--- src/rtl/core/shpp_pkg.sv ---
// Shared constants for the shadow probability core.
`timescale 1ns / 1ps
package shpp_pkg;

   localparam int DENS_WIDTH = 24;
   localparam int CSR_INDEX_WIDTH = 8;
   localparam int CSR_DATA_WIDTH = 32;
   localparam int EXP_WIDTH = 33;
   localparam int FRAC_WIDTH = 12;

   localparam logic [CSR_INDEX_WIDTH-1:0] CSR_SHADOW_MEAN = 8'd0;
   localparam logic [CSR_INDEX_WIDTH-1:0] CSR_INV_TWO_VAR = 8'd1;
   localparam logic [CSR_INDEX_WIDTH-1:0] CSR_PDF_NORM = 8'd2;
   localparam logic [CSR_INDEX_WIDTH-1:0] CSR_UNIFORM_DENSITY = 8'd3;

   localparam logic [DENS_WIDTH-1:0] INV_TWO_VAR_RESET = 24'd65536;
   localparam logic [DENS_WIDTH-1:0] PDF_NORM_RESET = 24'd26145;
   localparam logic [DENS_WIDTH-1:0] UNIFORM_DENSITY_RESET = 24'd655;

   // exp(-1/16) in Q0.32, summed from its series at 2^60 scale. Each term is the
   // previous one over 16n, truncated; the tenth term is the last one summed.
   localparam logic [63:0] EXP_T0 = 64'd1 << 60;
   localparam logic [63:0] EXP_T1 = EXP_T0 / 64'd16;
   localparam logic [63:0] EXP_T2 = EXP_T1 / 64'd32;
   localparam logic [63:0] EXP_T3 = EXP_T2 / 64'd48;
   localparam logic [63:0] EXP_T4 = EXP_T3 / 64'd64;
   localparam logic [63:0] EXP_T5 = EXP_T4 / 64'd80;
   localparam logic [63:0] EXP_T6 = EXP_T5 / 64'd96;
   localparam logic [63:0] EXP_T7 = EXP_T6 / 64'd112;
   localparam logic [63:0] EXP_T8 = EXP_T7 / 64'd128;
   localparam logic [63:0] EXP_T9 = EXP_T8 / 64'd144;
   localparam logic [63:0] EXP_SUM = EXP_T0 - EXP_T1 + EXP_T2 - EXP_T3 + EXP_T4
                                   - EXP_T5 + EXP_T6 - EXP_T7 + EXP_T8 - EXP_T9;
   localparam logic [63:0] EXP_RATIO = (EXP_SUM + (64'd1 << 27)) >> 28;

endpackage

--- src/rtl/core/shpp_arg.sv ---
// Distance, square and scaled exponent argument stages.
`timescale 1ns / 1ps
module shpp_arg #(
   parameter int RADIANCE_WIDTH = 16,
   parameter int EXP_TABLE_DEPTH = 256,
   parameter int IDX_WIDTH = 9
) (
   input  logic                                 clock,
   input  logic                                 reset,
   input  logic                                 en,
   input  logic                                 in_valid,
   input  logic [RADIANCE_WIDTH-1:0]            radiance,
   input  logic [RADIANCE_WIDTH-1:0]            shadow_mean,
   input  logic [shpp_pkg::DENS_WIDTH-1:0]      inv_two_var,
   output logic                                 out_valid,
   output logic [IDX_WIDTH-1:0]                 idx,
   output logic [shpp_pkg::FRAC_WIDTH-1:0]      frac,
   output logic                                 far
);
   import shpp_pkg::*;

   logic [3:0]                  v_ff, v_in;
   logic [RADIANCE_WIDTH-1:0]   ad_ff, ad_in;
   logic [2*RADIANCE_WIDTH-1:0] d2_ff, d2_in;
   logic [63:0]                 d2w;
   logic [43:0]                 plo_ff, plo_in, phi_ff, phi_in;
   logic                        hinz_ff, hinz_in;
   logic [63:0]                 full;
   logic                        far_in, far_ff;
   logic [IDX_WIDTH-1:0]        idx_ff, idx_in;
   logic [FRAC_WIDTH-1:0]       frac_ff, frac_in;

   always_comb begin
      v_in = {v_ff[2:0], in_valid};
      ad_in = (radiance >= shadow_mean) ? radiance - shadow_mean : shadow_mean - radiance;
      d2_in = (2*RADIANCE_WIDTH)'(ad_ff) * (2*RADIANCE_WIDTH)'(ad_ff);
      d2w = 64'(d2_ff);
      plo_in = 44'(d2w[19:0]) * 44'(inv_two_var);
      phi_in = 44'(d2w[39:20]) * 44'(inv_two_var);
      hinz_in = (d2w[63:40] != 24'd0) && (inv_two_var != 24'd0);
      full = 64'(plo_ff) + (64'(phi_ff) << 20);
      far_in = hinz_ff || ((full >> 28) >= 64'(EXP_TABLE_DEPTH));
      idx_in = far_in ? '0 : IDX_WIDTH'(full >> 28);
      frac_in = full[27:16];
   end

   always_ff @(posedge clock) begin
      if (reset) begin
         v_ff <= '0;
      end else if (en) begin
         v_ff <= v_in;
      end
      if (en) begin
         ad_ff <= ad_in;
         d2_ff <= d2_in;
         plo_ff <= plo_in;
         phi_ff <= phi_in;
         hinz_ff <= hinz_in;
         far_ff <= far_in;
         idx_ff <= idx_in;
         frac_ff <= frac_in;
      end
   end

   assign out_valid = v_ff[3];
   assign idx = idx_ff;
   assign frac = frac_ff;
   assign far = far_ff;
endmodule

--- config.mk ---
export PLATFORM = sky130hd
export DESIGN_NAME = shpp_arg
export DESIGN_NICKNAME = d
export VERILOG_FILES = /design/src/rtl/core/shpp_pkg.sv /design/src/rtl/core/shpp_arg.sv
export SDC_FILE = /design/constraint.sdc
export NUM_CORES = 2
export LEC_CHECK = 0
export ABC_CLOCK_PERIOD_IN_PS = 21600
export BUFFER_PORTS_ARGS = -buffer_cell sky130_fd_sc_hd__buf_2
export CORE_UTILIZATION = 45
export CTS_CLUSTER_SIZE = 20
export DETAILED_ROUTE_END_ITERATION = 8
export SYNTH_ARGS = -nofsm -noshare
export SYNTH_HDL_FRONTEND = slang
export SYNTH_SLANG_ARGS = --single-unit
--- constraint.sdc ---
create_clock -name clock -period 21.6 [get_ports clock]
set_input_delay 1.08 -clock clock [delete_from_list [all_inputs] [get_ports clock]]
set_output_delay 1.08 -clock clock [all_outputs]
set_load 0.05 [all_outputs]
==> reports/results.txt <==
The run finished with clean final reports. Of all flip-flops after synthesis, the portion carrying an async set or reset was 0%. Of all nets on the critical path, the largest fanout is 31. The number of failing setup endpoints in the final timing report came out at 0. Final sum of negative setup slack: 0 ns.

Setup repair after global routing left no endpoint under its margin. By area the synthesized netlist is led by sky130_fd_sc_hd__fa_1, sky130_fd_sc_hd__ha_1, sky130_fd_sc_hd__edfxtp_1, sky130_fd_sc_hd__inv_1, sky130_fd_sc_hd__and2_1. Slowest cell on the critical path: sky130_fd_sc_hd__buf_2.

The number of vias per cell is 5.20, and the deepest clock path buffer count is 2. In this run, post-CTS hold repair placed 0 buffers. Gates resized during post-CTS repair numbered 0. Path type of the worst setup path: input port to flip-flop. The worst path in the final design needs a cycle of 8.43 ns, including I/O delays and setup. The congestion estimate from routability-driven global placement came to 0.874. For the I/O pin count, the log shows 83. The worst setup path is captured at a flip-flop. The number of slew-limit violations in the final report was 0. Among cell families on the critical path, the largest total delay comes from adder cells. The worst hold-check path type is flip-flop to flip-flop. The number of buffers added by the clock tree synthesis step is 17. The proportion of layout cells with a drive suffix above 1 was 4.42%; the unique cell type count in the Yosys netlist was 88. Global routing finished with a remaining overflow of 0. The number of flops mapped to enable cells by yosys was 133. The tree is rooted in a sky130_fd_sc_hd__clkbuf_16.

The largest single stage delay on the critical path is 0.64 ns. Data on the critical path is required at its endpoint by 21.86 ns. Registers take 0.00407 sq mm. The H-tree was split into 4 levels. Total DRC errors in the routed layout: 0. The worst setup path is launched from an input port. The run gives 29,000 as the number of global-route vias before repair.

Leaving out fill and tap cells, the most frequent cell in the layout is sky130_fd_sc_hd__inv_1. For the number of instances in the synthesized netlist, the log shows 4,043. The post-CTS setup buffer count was 0. Entering global routing, the biggest net connects 71 pins.

The wire-length estimate of the detail-placed layout is 70.4 mm. Counting both buffers and inverters, the worst setup path holds a total of 4. The total detailed-routing wirelength was 90.2 mm; the core box area was 0.0834 sq mm.

The total area of multi-input combinational cells is 0.0298 sq mm. By instance count, the cell type seen most on the critical path is sky130_fd_sc_hd__fa_1. The first global-routing pass estimated 151 mm of wire. The initial utilization of the core area, before any placement, comes to 45.4%.

At the placement stage, the worst setup path has a slack of 12.79 ns. The tools report the portion of the post-synthesis area used by sequential elements as 10.8%. Compared with the post-synthesis result, the final layout area differs by 4.87%. The clock reaches the later pin of the worst-skew pair after 0.51 ns.

The run gives 106 as the row count. The flip-flop and latch count after synthesis is 137, and the clock transition at the register clock pins on the worst setup and hold paths after CTS is 0.07 ns. The critical path goes through buf_2 -> nand2_1 -> fa_1 -> fa_1 -> fa_1 -> inv_1 -> fa_1 -> fa_1 -> fa_1 -> inv_1 -> fa_1 -> inv_1 -> ha_1 -> and4_1 -> nand4_1 -> or4b_1 -> o22ai_1 -> nor2_1 -> nor2b_1 -> nor3b_1 -> a211oi_1 -> xor2_1. Dividing the detail-routed wire length by the instance count gives 17.7 um.

Across the run, the number of max-cap violations was 0. Proportion of netlist area held by the largest area contributor: 40.1%. Between clock sinks in the finished design, the worst skew comes to 0.0248 ns. Worst-margin pin slew: 1.20 ns.

At the worst endpoint, the arrival time is 8.69 ns. Timing would allow up to 119 MHz. The average cell area after synthesis is 9.37 sq um, and the number of iterations in the first detailed-routing pass is 5.

Measured on the finished design, the core utilization comes to 47.6%. Leaving out fill and tap cells, the most frequent cells in the layout are sky130_fd_sc_hd__inv_1, sky130_fd_sc_hd__fa_1, sky130_fd_sc_hd__nand2_1. Share of the clock period used by the worst path: 39.0%.

In this run the remaining antenna-violating nets after routing total 0. The final worst slack was 13.17 ns. The number of sinks driven by the clock tree is 137.

TritonCTS built the clock tree. The final net count came out at 5,205. For this block, the via count after detailed routing is 26,400.

The count of endpoints failing hold in the final timing report came out at 0. The number of buffers inserted by port buffering was 82. The filler cells instantiated in the layout total 7,968. The synthesized design spends more area on one cell type than any other, namely sky130_fd_sc_hd__fa_1. From left edge to right edge, the die measures 292 um. The run gives 5 as the number of antenna violations at the first check in global routing.

Global routing used 22.5% of the available tracks. Summing every instance area after synthesis gives 0.0379 sq mm. The height of the chip came out at 292 um. For the number of synthesis warnings, the log shows 0. The die covers 0.0854 sq mm.

The first routing iteration left 1,224 violations. The worst pin sits at a relative slew slack of 20.1%. Among all flip-flop cells after synthesis, the most frequent one is sky130_fd_sc_hd__edfxtp_1.
synthesized netlist by cell type, types with 5 or more instances:
cell type and instances:
sky130_fd_sc_hd__inv_1 886, sky130_fd_sc_hd__fa_1 759, sky130_fd_sc_hd__nand2_1 495, sky130_fd_sc_hd__and2_1 408, sky130_fd_sc_hd__ha_1 395, sky130_fd_sc_hd__clkbuf_1 167, sky130_fd_sc_hd__edfxtp_1 133, sky130_fd_sc_hd__a21oi_1 128
sky130_fd_sc_hd__nor2_1 98, sky130_fd_sc_hd__xnor2_1 77, sky130_fd_sc_hd__a21o_1 65, sky130_fd_sc_hd__o21ai_0 46, sky130_fd_sc_hd__xor2_1 39, sky130_fd_sc_hd__a211oi_1 23, sky130_fd_sc_hd__o21a_1 23, sky130_fd_sc_hd__nand3_1 22
sky130_fd_sc_hd__nor2b_1 22, sky130_fd_sc_hd__nor3_1 22, sky130_fd_sc_hd__mux2i_1 16, sky130_fd_sc_hd__nand2b_1 16, sky130_fd_sc_hd__nand4_1 15, sky130_fd_sc_hd__o21bai_1 14, sky130_fd_sc_hd__and3_1 10, sky130_fd_sc_hd__o211ai_1 9
sky130_fd_sc_hd__o31ai_1 9, sky130_fd_sc_hd__a31oi_1 8, sky130_fd_sc_hd__buf_2 7, sky130_fd_sc_hd__nor2_2 7, sky130_fd_sc_hd__nor4_1 6, sky130_fd_sc_hd__a311oi_1 5, sky130_fd_sc_hd__o21ai_1 5, sky130_fd_sc_hd__o22ai_1 5
layer usage:
metal,GRT usage (%),part of all wire [%]
met1,28.4,43
met5,0,0.039
met3,3.21,4.4
met4,6.65,2.7
met2,40.0,50
final cells by class:
cell class	count	area share, %
Sequential cell	137	10.3
Antenna cell	1	0.00630
Timing Repair Buffer	101	1.41
Multi-Input combinational cell	2847	75.1
Clock inverter	15	0.425
Clock buffer	17	1.07
Inverter	887	8.38
Tap cell	1080	3.40
registers in the layout (all words and copies together) (netlist names):
signal  cells
far         1
ad_ff      16
idx         9
v_ff        4
phi_ff     36
frac       12
plo_ff     28
d2_ff      31
cell families after synthesis:
kind of cell	count (synthesis)	share of synthesized area, %
xor+xnor	116	2.68
mux	21	0.581
compound gates	402	7.17
buf+inv	1063	10.6
flops	137	10.8
simple gates	1149	15.1
other cells	1	0.00990
fa+ha+maj	1154	53.1
worst paths after layout:
check	from	endpoint	slack, ns	depth (start not counted)
worst max-delay path	inv_two_var[15]	plo_ff[37]	13.17	22
worst min-delay path	plo_ff[18]	frac[2]	0.43	0
worst max register to register	d2_ff[16]	plo_ff[37]	13.36	21
worst min register to register	plo_ff[18]	frac[2]	0.43	0
through the flow:
| stage | instances | instance area [sq um] | hold slack, ns |
|---|---|---|---|
| final | 5085 | 39700 | 0.433 |
| after global routing | 5085 | 39700 | 0.457 |
| after CTS | 5084 | 39700 | 0.436 |
| after detailed placement | 5052 | 39100 | 0.417 |
| after global placement | 5052 | 39100 | 0.419 |
| after floorplan | 4047 | 37900 | 0.400 |
Power is not shown: default switching activity piles up to over one toggle a cycle in this logic, so the estimate is an artifact.
