## src/rtl/core/shpp_pkg.sv

```systemverilog
// Shared constants for the shadow probability core.
`timescale 1ns / 1ps
package shpp_pkg;

   localparam int DENS_WIDTH = 24;
   localparam int CSR_INDEX_WIDTH = 8;
   localparam int CSR_DATA_WIDTH = 32;
   localparam int EXP_WIDTH = 33;
   localparam int FRAC_WIDTH = 12;

   localparam logic [CSR_INDEX_WIDTH-1:0] CSR_SHADOW_MEAN = 8'd0;
   localparam logic [CSR_INDEX_WIDTH-1:0] CSR_INV_TWO_VAR = 8'd1;
   localparam logic [CSR_INDEX_WIDTH-1:0] CSR_PDF_NORM = 8'd2;
   localparam logic [CSR_INDEX_WIDTH-1:0] CSR_UNIFORM_DENSITY = 8'd3;

   localparam logic [DENS_WIDTH-1:0] INV_TWO_VAR_RESET = 24'd65536;
   localparam logic [DENS_WIDTH-1:0] PDF_NORM_RESET = 24'd26145;
   localparam logic [DENS_WIDTH-1:0] UNIFORM_DENSITY_RESET = 24'd655;

   // exp(-1/16) in Q0.32, summed from its series at 2^60 scale. Each term is the
   // previous one over 16n, truncated; the tenth term is the last one summed.
   localparam logic [63:0] EXP_T0 = 64'd1 << 60;
   localparam logic [63:0] EXP_T1 = EXP_T0 / 64'd16;
   localparam logic [63:0] EXP_T2 = EXP_T1 / 64'd32;
   localparam logic [63:0] EXP_T3 = EXP_T2 / 64'd48;
   localparam logic [63:0] EXP_T4 = EXP_T3 / 64'd64;
   localparam logic [63:0] EXP_T5 = EXP_T4 / 64'd80;
   localparam logic [63:0] EXP_T6 = EXP_T5 / 64'd96;
   localparam logic [63:0] EXP_T7 = EXP_T6 / 64'd112;
   localparam logic [63:0] EXP_T8 = EXP_T7 / 64'd128;
   localparam logic [63:0] EXP_T9 = EXP_T8 / 64'd144;
   localparam logic [63:0] EXP_SUM = EXP_T0 - EXP_T1 + EXP_T2 - EXP_T3 + EXP_T4
                                   - EXP_T5 + EXP_T6 - EXP_T7 + EXP_T8 - EXP_T9;
   localparam logic [63:0] EXP_RATIO = (EXP_SUM + (64'd1 << 27)) >> 28;

endpackage

```

## src/rtl/core/shpp_div.sv

```systemverilog
// Pipelined restoring divider, one quotient bit per stage, for the posterior.
`timescale 1ns / 1ps
module shpp_div #(
   parameter int PROB_WIDTH = 16
) (
   input  logic                            clock,
   input  logic                            reset,
   input  logic                            en,
   input  logic                            in_valid,
   input  logic [shpp_pkg::DENS_WIDTH-1:0] dens,
   input  logic [shpp_pkg::DENS_WIDTH:0]   den,
   output logic                            out_valid,
   output logic [shpp_pkg::DENS_WIDTH-1:0] out_dens,
   output logic                            out_zero,
   output logic [PROB_WIDTH:0]             quot
);
   import shpp_pkg::*;

   localparam int NW = DENS_WIDTH + PROB_WIDTH + 1;
   localparam int ST = PROB_WIDTH + 1;

   logic [NW-1:0]          num;
   logic [ST:0]            v_ff;
   logic [DENS_WIDTH+1:0]  r_ff [ST+1];
   logic [PROB_WIDTH:0]    l_ff [ST+1];
   logic [PROB_WIDTH:0]    q_ff [ST+1];
   logic [DENS_WIDTH:0]    den_ff [ST+1];
   logic [DENS_WIDTH-1:0]  dens_ff [ST+1];
   logic                   z_ff [ST+1];

   assign num = (NW'(dens) << PROB_WIDTH) + NW'(den >> 1);

   always_ff @(posedge clock) begin
      if (reset) begin
         v_ff <= '0;
      end else if (en) begin
         v_ff <= {v_ff[ST-1:0], in_valid};
      end
      if (en) begin
         r_ff[0] <= (DENS_WIDTH+2)'(num[NW-1:PROB_WIDTH+1]);
         l_ff[0] <= num[PROB_WIDTH:0];
         q_ff[0] <= '0;
         den_ff[0] <= den;
         dens_ff[0] <= dens;
         z_ff[0] <= (den == '0);
      end
   end

   for (genvar s = 0; s < ST; s++) begin : g_step
      logic [DENS_WIDTH+1:0] t;
      logic                  ge;
      assign t = {r_ff[s][DENS_WIDTH:0], l_ff[s][PROB_WIDTH]};
      assign ge = t >= (DENS_WIDTH+2)'(den_ff[s]);
      always_ff @(posedge clock) begin
         if (en) begin
            r_ff[s+1] <= ge ? t - (DENS_WIDTH+2)'(den_ff[s]) : t;
            l_ff[s+1] <= {l_ff[s][PROB_WIDTH-1:0], 1'b0};
            q_ff[s+1] <= {q_ff[s][PROB_WIDTH-1:0], ge};
            den_ff[s+1] <= den_ff[s];
            dens_ff[s+1] <= dens_ff[s];
            z_ff[s+1] <= z_ff[s];
         end
      end
   end

   assign out_valid = v_ff[ST];
   assign out_dens = dens_ff[ST];
   assign out_zero = z_ff[ST];
   assign quot = q_ff[ST];
endmodule

```

## config.mk

```make
export PLATFORM = sky130hd
export DESIGN_NAME = shpp_div
export DESIGN_NICKNAME = d
export VERILOG_FILES = /design/src/rtl/core/shpp_pkg.sv /design/src/rtl/core/shpp_div.sv
export SDC_FILE = /design/constraint.sdc
export NUM_CORES = 2
export LEC_CHECK = 0
export ABC_AREA = 1
export ABC_CLOCK_PERIOD_IN_PS = 6790
export BUFFER_PORTS_ARGS = -buffer_cell sky130_fd_sc_hd__buf_2
export CAP_MARGIN = 20
export CELL_PAD_IN_SITES_DETAIL_PLACEMENT = 2
export CELL_PAD_IN_SITES_GLOBAL_PLACEMENT = 2
export CORE_MARGIN = 2
export CORE_UTILIZATION = 43
export DETAILED_ROUTE_END_ITERATION = 8
export PLACE_DENSITY = 0.88
export SETUP_SLACK_MARGIN = 0.3
export SLEW_MARGIN = 30
export SYNTH_ARGS = -nofsm -noshare
export SYNTH_HDL_FRONTEND = slang
export SYNTH_SLANG_ARGS = --single-unit
```

## constraint.sdc

```tcl
create_clock -name clock -period 6.79 [get_ports clock]
set_clock_uncertainty 0.1 [all_clocks]
set_input_delay 0.679 -clock clock [delete_from_list [all_inputs] [get_ports clock]]
set_output_delay 0.679 -clock clock [all_outputs]
set_load 0.01 [all_outputs]
```

==> results of run 1 <==
[kinds of logic after synthesis]
group,Yosys count,synth area share
fa+ha+maj,450,0.0678
buf+inv,2140,0.0985
simple gates,5506,0.277
flops,1471,0.518
compound gates,241,0.0169
xor+xnor,205,0.0211
[metal layers]
layer  global-route usage  GRT overflow
met1                0.637             0
met2                0.857             0
met3                0.483             0
met4                0.681            10
met5                0.241             0
[stage by stage]
step                cells  area (um^2)  utilization  worst slack [ns]  hold slack, ns
CTS                 13000        94000        0.478              2.19         0.00300
detailed placement  12600        88200        0.448              2.35           0.306
global placement    12600        88200        0.448              3.29           0.300
floorplan           10000        84900            -              4.43           0.300
==> flow_metrics.tcl, run 1 <==
set metrics [dict create \
    status "did not finish" \
    stop_stage "global routing" \
    error "[ERROR GRT-0232] Routing congestion too high. Check the congestion heatmap in the GUI." \
    yosysTopAreaCellShare 0.514 \
    clock_sinks 1471 \
    die_w_um 448 \
    cts_buffers 171 \
    synth_edf_count 1453 \
    yosysUniqueCellTypes 37 \
    ys_seq_area_frac 0.518 \
    yosysTopAreaCell "edfxtp_1" \
    globalplace.congestion 0.900 \
    async_flop_share 0 \
    avgSynthCellArea_um2 8.48 \
    overflow 10 \
    io_buffers 95 \
    cts_setup_buffers 0 \
    die_y_um 448 \
    antenna_found_initial 169 \
    grt_util_all_layers 0.661 \
    root_buffer "clkbuf_16" \
    yosysMostFrequentCell "nand2_1" \
    synth_fp_nets 10500 \
    start_util 0.431 \
    endpoint_type "register data pin" \
    syn_inst 10000 \
    clockBufferDepth 3 \
    ys_seq_elements 1471 \
    cts-htree-levels 4 \
    top_level_ports 96 \
    synthesis.area_um2 84900 \
    synth_area_leaders "edfxtp_1 51%, nand2_1 17%, inv_1 8.8%" \
    crit_endpoint "r_ff[3][24]$_DFFE_PP_/D" \
    num_rows 163 \
    hpwl_mm 313 \
    synth_common_cells "3847 x nand2_1, 1998 x inv_1, 1453 x edfxtp_1" \
    ctsHoldBuffers 42 \
    cts_resized 0 \
    grt_max_degree 198 \
    ys_warn_count 0 \
    synth_ff_type "edfxtp_1" \
]
==> inputs of run 2 (changes only) <==
--- a/config.mk
+++ b/config.mk
@@ -9,13 +9,10 @@
 export ABC_CLOCK_PERIOD_IN_PS = 6790
 export BUFFER_PORTS_ARGS = -buffer_cell sky130_fd_sc_hd__buf_2
 export CAP_MARGIN = 20
-export CELL_PAD_IN_SITES_DETAIL_PLACEMENT = 2
-export CELL_PAD_IN_SITES_GLOBAL_PLACEMENT = 2
 export CORE_MARGIN = 2
-export CORE_UTILIZATION = 43
+export CORE_UTILIZATION = 40
 export DETAILED_ROUTE_END_ITERATION = 8
-export PLACE_DENSITY = 0.88
-export SETUP_SLACK_MARGIN = 0.3
+export PLACE_DENSITY_LB_ADDON = 0.15
 export SLEW_MARGIN = 30
 export SYNTH_ARGS = -nofsm -noshare
 export SYNTH_HDL_FRONTEND = slang
==> run 2 against run 1 <==
The flow now finishes without violations. Synthesized area stayed put. Synthesized cell count did not move.
==> flow_metrics.tcl, run 2 <==
set metrics [dict create \
    p_per_area_nw_per_um2 418 \
    cts_buffers 168 \
    drv_slew 0 \
    clkTransAtPathRegs_ns 0.06 \
    final_cell_mix "3847 x nand2_1, 1998 x inv_1, 1453 x edfxtp_1" \
    clockBufferDepth 3 \
    synth_fp_nets 10500 \
    tns_ns 0 \
    drive_gt1_frac 0.0514 \
    synthesis.area_um2 84900 \
    largest_register "dens_ff" \
    overflow 0 \
    ant_nets 0 \
    die_y_um 465 \
    end_kind "flop" \
    top_level_ports 96 \
    critical_path_class "reg2reg" \
    nFillCells 20700 \
    layout_commonest_cell "nand2_1" \
    synth_ff_type "edfxtp_1" \
    cp_slowest_cell "nand3_2" \
    crit_required_ns 7.38 \
    dieArea_um2 216000 \
    drc 0 \
    ys_seq_elements 1471 \
    io_buffers 95 \
    max_freq_mhz 281 \
    nets 10700 \
    grt_util_all_layers 0.218 \
    ys_seq_area_frac 0.518 \
    final_cells 13200 \
    start_kind "flop" \
    clk_latency_ns 0.85 \
    antenna_found_initial 1 \
    clock_sinks 1471 \
    wl_mm 238 \
    rsz0062_at_grt "false" \
    cp_common_cell "nand2_1" \
    yosysTopAreaCell "edfxtp_1" \
    start_util 0.402 \
    avgSynthCellArea_um2 8.48 \
    yosysUniqueCellTypes 37 \
    ir_worst_vdd_mv 0.332 \
    reg.largest.list "dens_ff: 432 flops, den_ff: 425 flops, r_ff: 424 flops" \
    num_rows 169 \
    globalplace.congestion 0.952 \
    worst_pin_slew_ns 1.07 \
    grt_pass1_vias 61300 \
    crit_arrival_ns 4.14 \
    synth_area_leaders "edfxtp_1 51%, nand2_1 17%, inv_1 8.8%" \
    cts_setup_buffers 0 \
    status "finished clean" \
    root_buffer "clkbuf_16" \
    cts-htree-levels 4 \
    fin_crit_sh 0.523 \
    crit_chain "ha_1, nand2_2, nor2_1, nand2_1, nor2_1, nand3_2, nand3_2, nand2_1, nand2_1" \
    hpwl_mm 183 \
    firstDrtPassIters 6 \
    yosysTopAreaCellShare 0.514 \
    syn_inst 10000 \
    via_per_inst 4.92 \
    hold_path_class "in2reg" \
    coreArea_um2 211000 \
    wire_per_inst_um 18.1 \
    cts_tree "done" \
    synth_edf_count 1453 \
    cap_violations 0 \
    min_period_ns 3.55 \
    synth_common_cells "3847 x nand2_1, 1998 x inv_1, 1453 x edfxtp_1" \
    ys_warn_count 0 \
    place_inst 12800 \
    vias 64900 \
    drtIter0Drc 6152 \
    slew_headroom 0.287 \
    cp_slowest_stage_delay_ns 0.71 \
    cp_max_fo 26 \
    setup-violations-final 0 \
    grt_max_degree 184 \
    yosysMostFrequentCell "nand2_1" \
    area_growth_syn_to_layout_pct 11.4 \
    grt_pass1_wl_mm 365 \
    p_leak_nw 46.0 \
    die_w_um 465 \
    final_hold_viol_count 0 \
    async_flop_share 0 \
    largest_register_ff_count 432 \
]
[run 2: cell counts after synthesis]
No cell type changed its count.
[run 2: area by class of cell]
type	count	area (um^2)	area share
inverter	2007	7530	0.0797
clock buffer	195	4310	0.0455
sequential	1471	44000	0.465
clock inverter	119	1340	0.0142
antenna	1	2.50	0.0000265
tap	2821	3530	0.0373
multi-input combinational	6402	32600	0.344
timing repair buffer	167	1290	0.0136
[run 2: metal layers]
metal / wire, um / up-vias / track usage
met5: 0 / - / 0
met4: 5480 / 0 / 0.0558
met3: 14100 / 303 / 0.0323
met2: 104000 / 1772 / 0.333
met1: 115000 / 30400 / 0.323
li1: - / 32400 / -
[run 2: metrics by stage]
stage	util	power [W]	setup WS [ns]	cell area, um^2	hold slack, ns
2_1_floorplan	-	0.0255	4.43	84900	0.300
5_1_grt	0.447	0.0426	3.06	94500	0.0493
6_report	0.447	0.0395	3.24	94500	0.0912
4_1_cts	0.447	0.0397	3.31	94500	0.0164
3_3_place_gp	0.418	0.0302	3.32	88400	0.300
3_5_place_dp	0.418	0.0303	3.36	88400	0.305
[run 2: repair_timing]
item,4_1_cts,5_1_grt
hold buffers,49,0
gates resized for setup,0,0
hold endpoints to repair,49,0
[run 2: cells by family (layout without fill, tap and decap cells)]
family / Yosys count / in the layout / share of synthesized area
flip-flops: 1471 / 1471 / 0.518
AO/OA/AOI/OAI: 241 / 241 / 0.0169
adder cells (fa/ha/maj): 450 / 450 / 0.0678
other: 0 / 1 / 0
buffers and inverters: 2140 / 2488 / 0.0985
AND/OR/NAND/NOR: 5506 / 5506 / 0.277
XOR/XNOR: 205 / 205 / 0.0211
[run 2: path summary, 6_finish.rpt]
check | start | end | slack, ns | cells past startpoint
min | dens[13] | dens_ff[0][13]$_DFFE_PP_ | 0.09 | 1
min reg2reg | q_ff[9][2]$_DFFE_PP_ | q_ff[10][3]$_DFFE_PP_ | 0.28 | 0
max | r_ff[12][21]$_DFFE_PP_ | r_ff[13][14]$_DFFE_PP_ | 3.24 | 9
max reg2reg | r_ff[12][21]$_DFFE_PP_ | r_ff[13][14]$_DFFE_PP_ | 3.24 | 9
[run 2: critical path, delay by kind of cell (launching register included)]
kind / cells / cell delay (ns)
adder cells (fa/ha/maj): 1 / 0.45
AND/OR/NAND/NOR: 8 / 2.37
flip-flops: 1 / 0.47
[run 2: report_power, final]
part | internal, W | switching, W
registers | 0.0124 | 0.00132
logic | 0.00534 | 0.0113
clock network | 0.00526 | 0.00390
(Power assumes the default switching activity.)
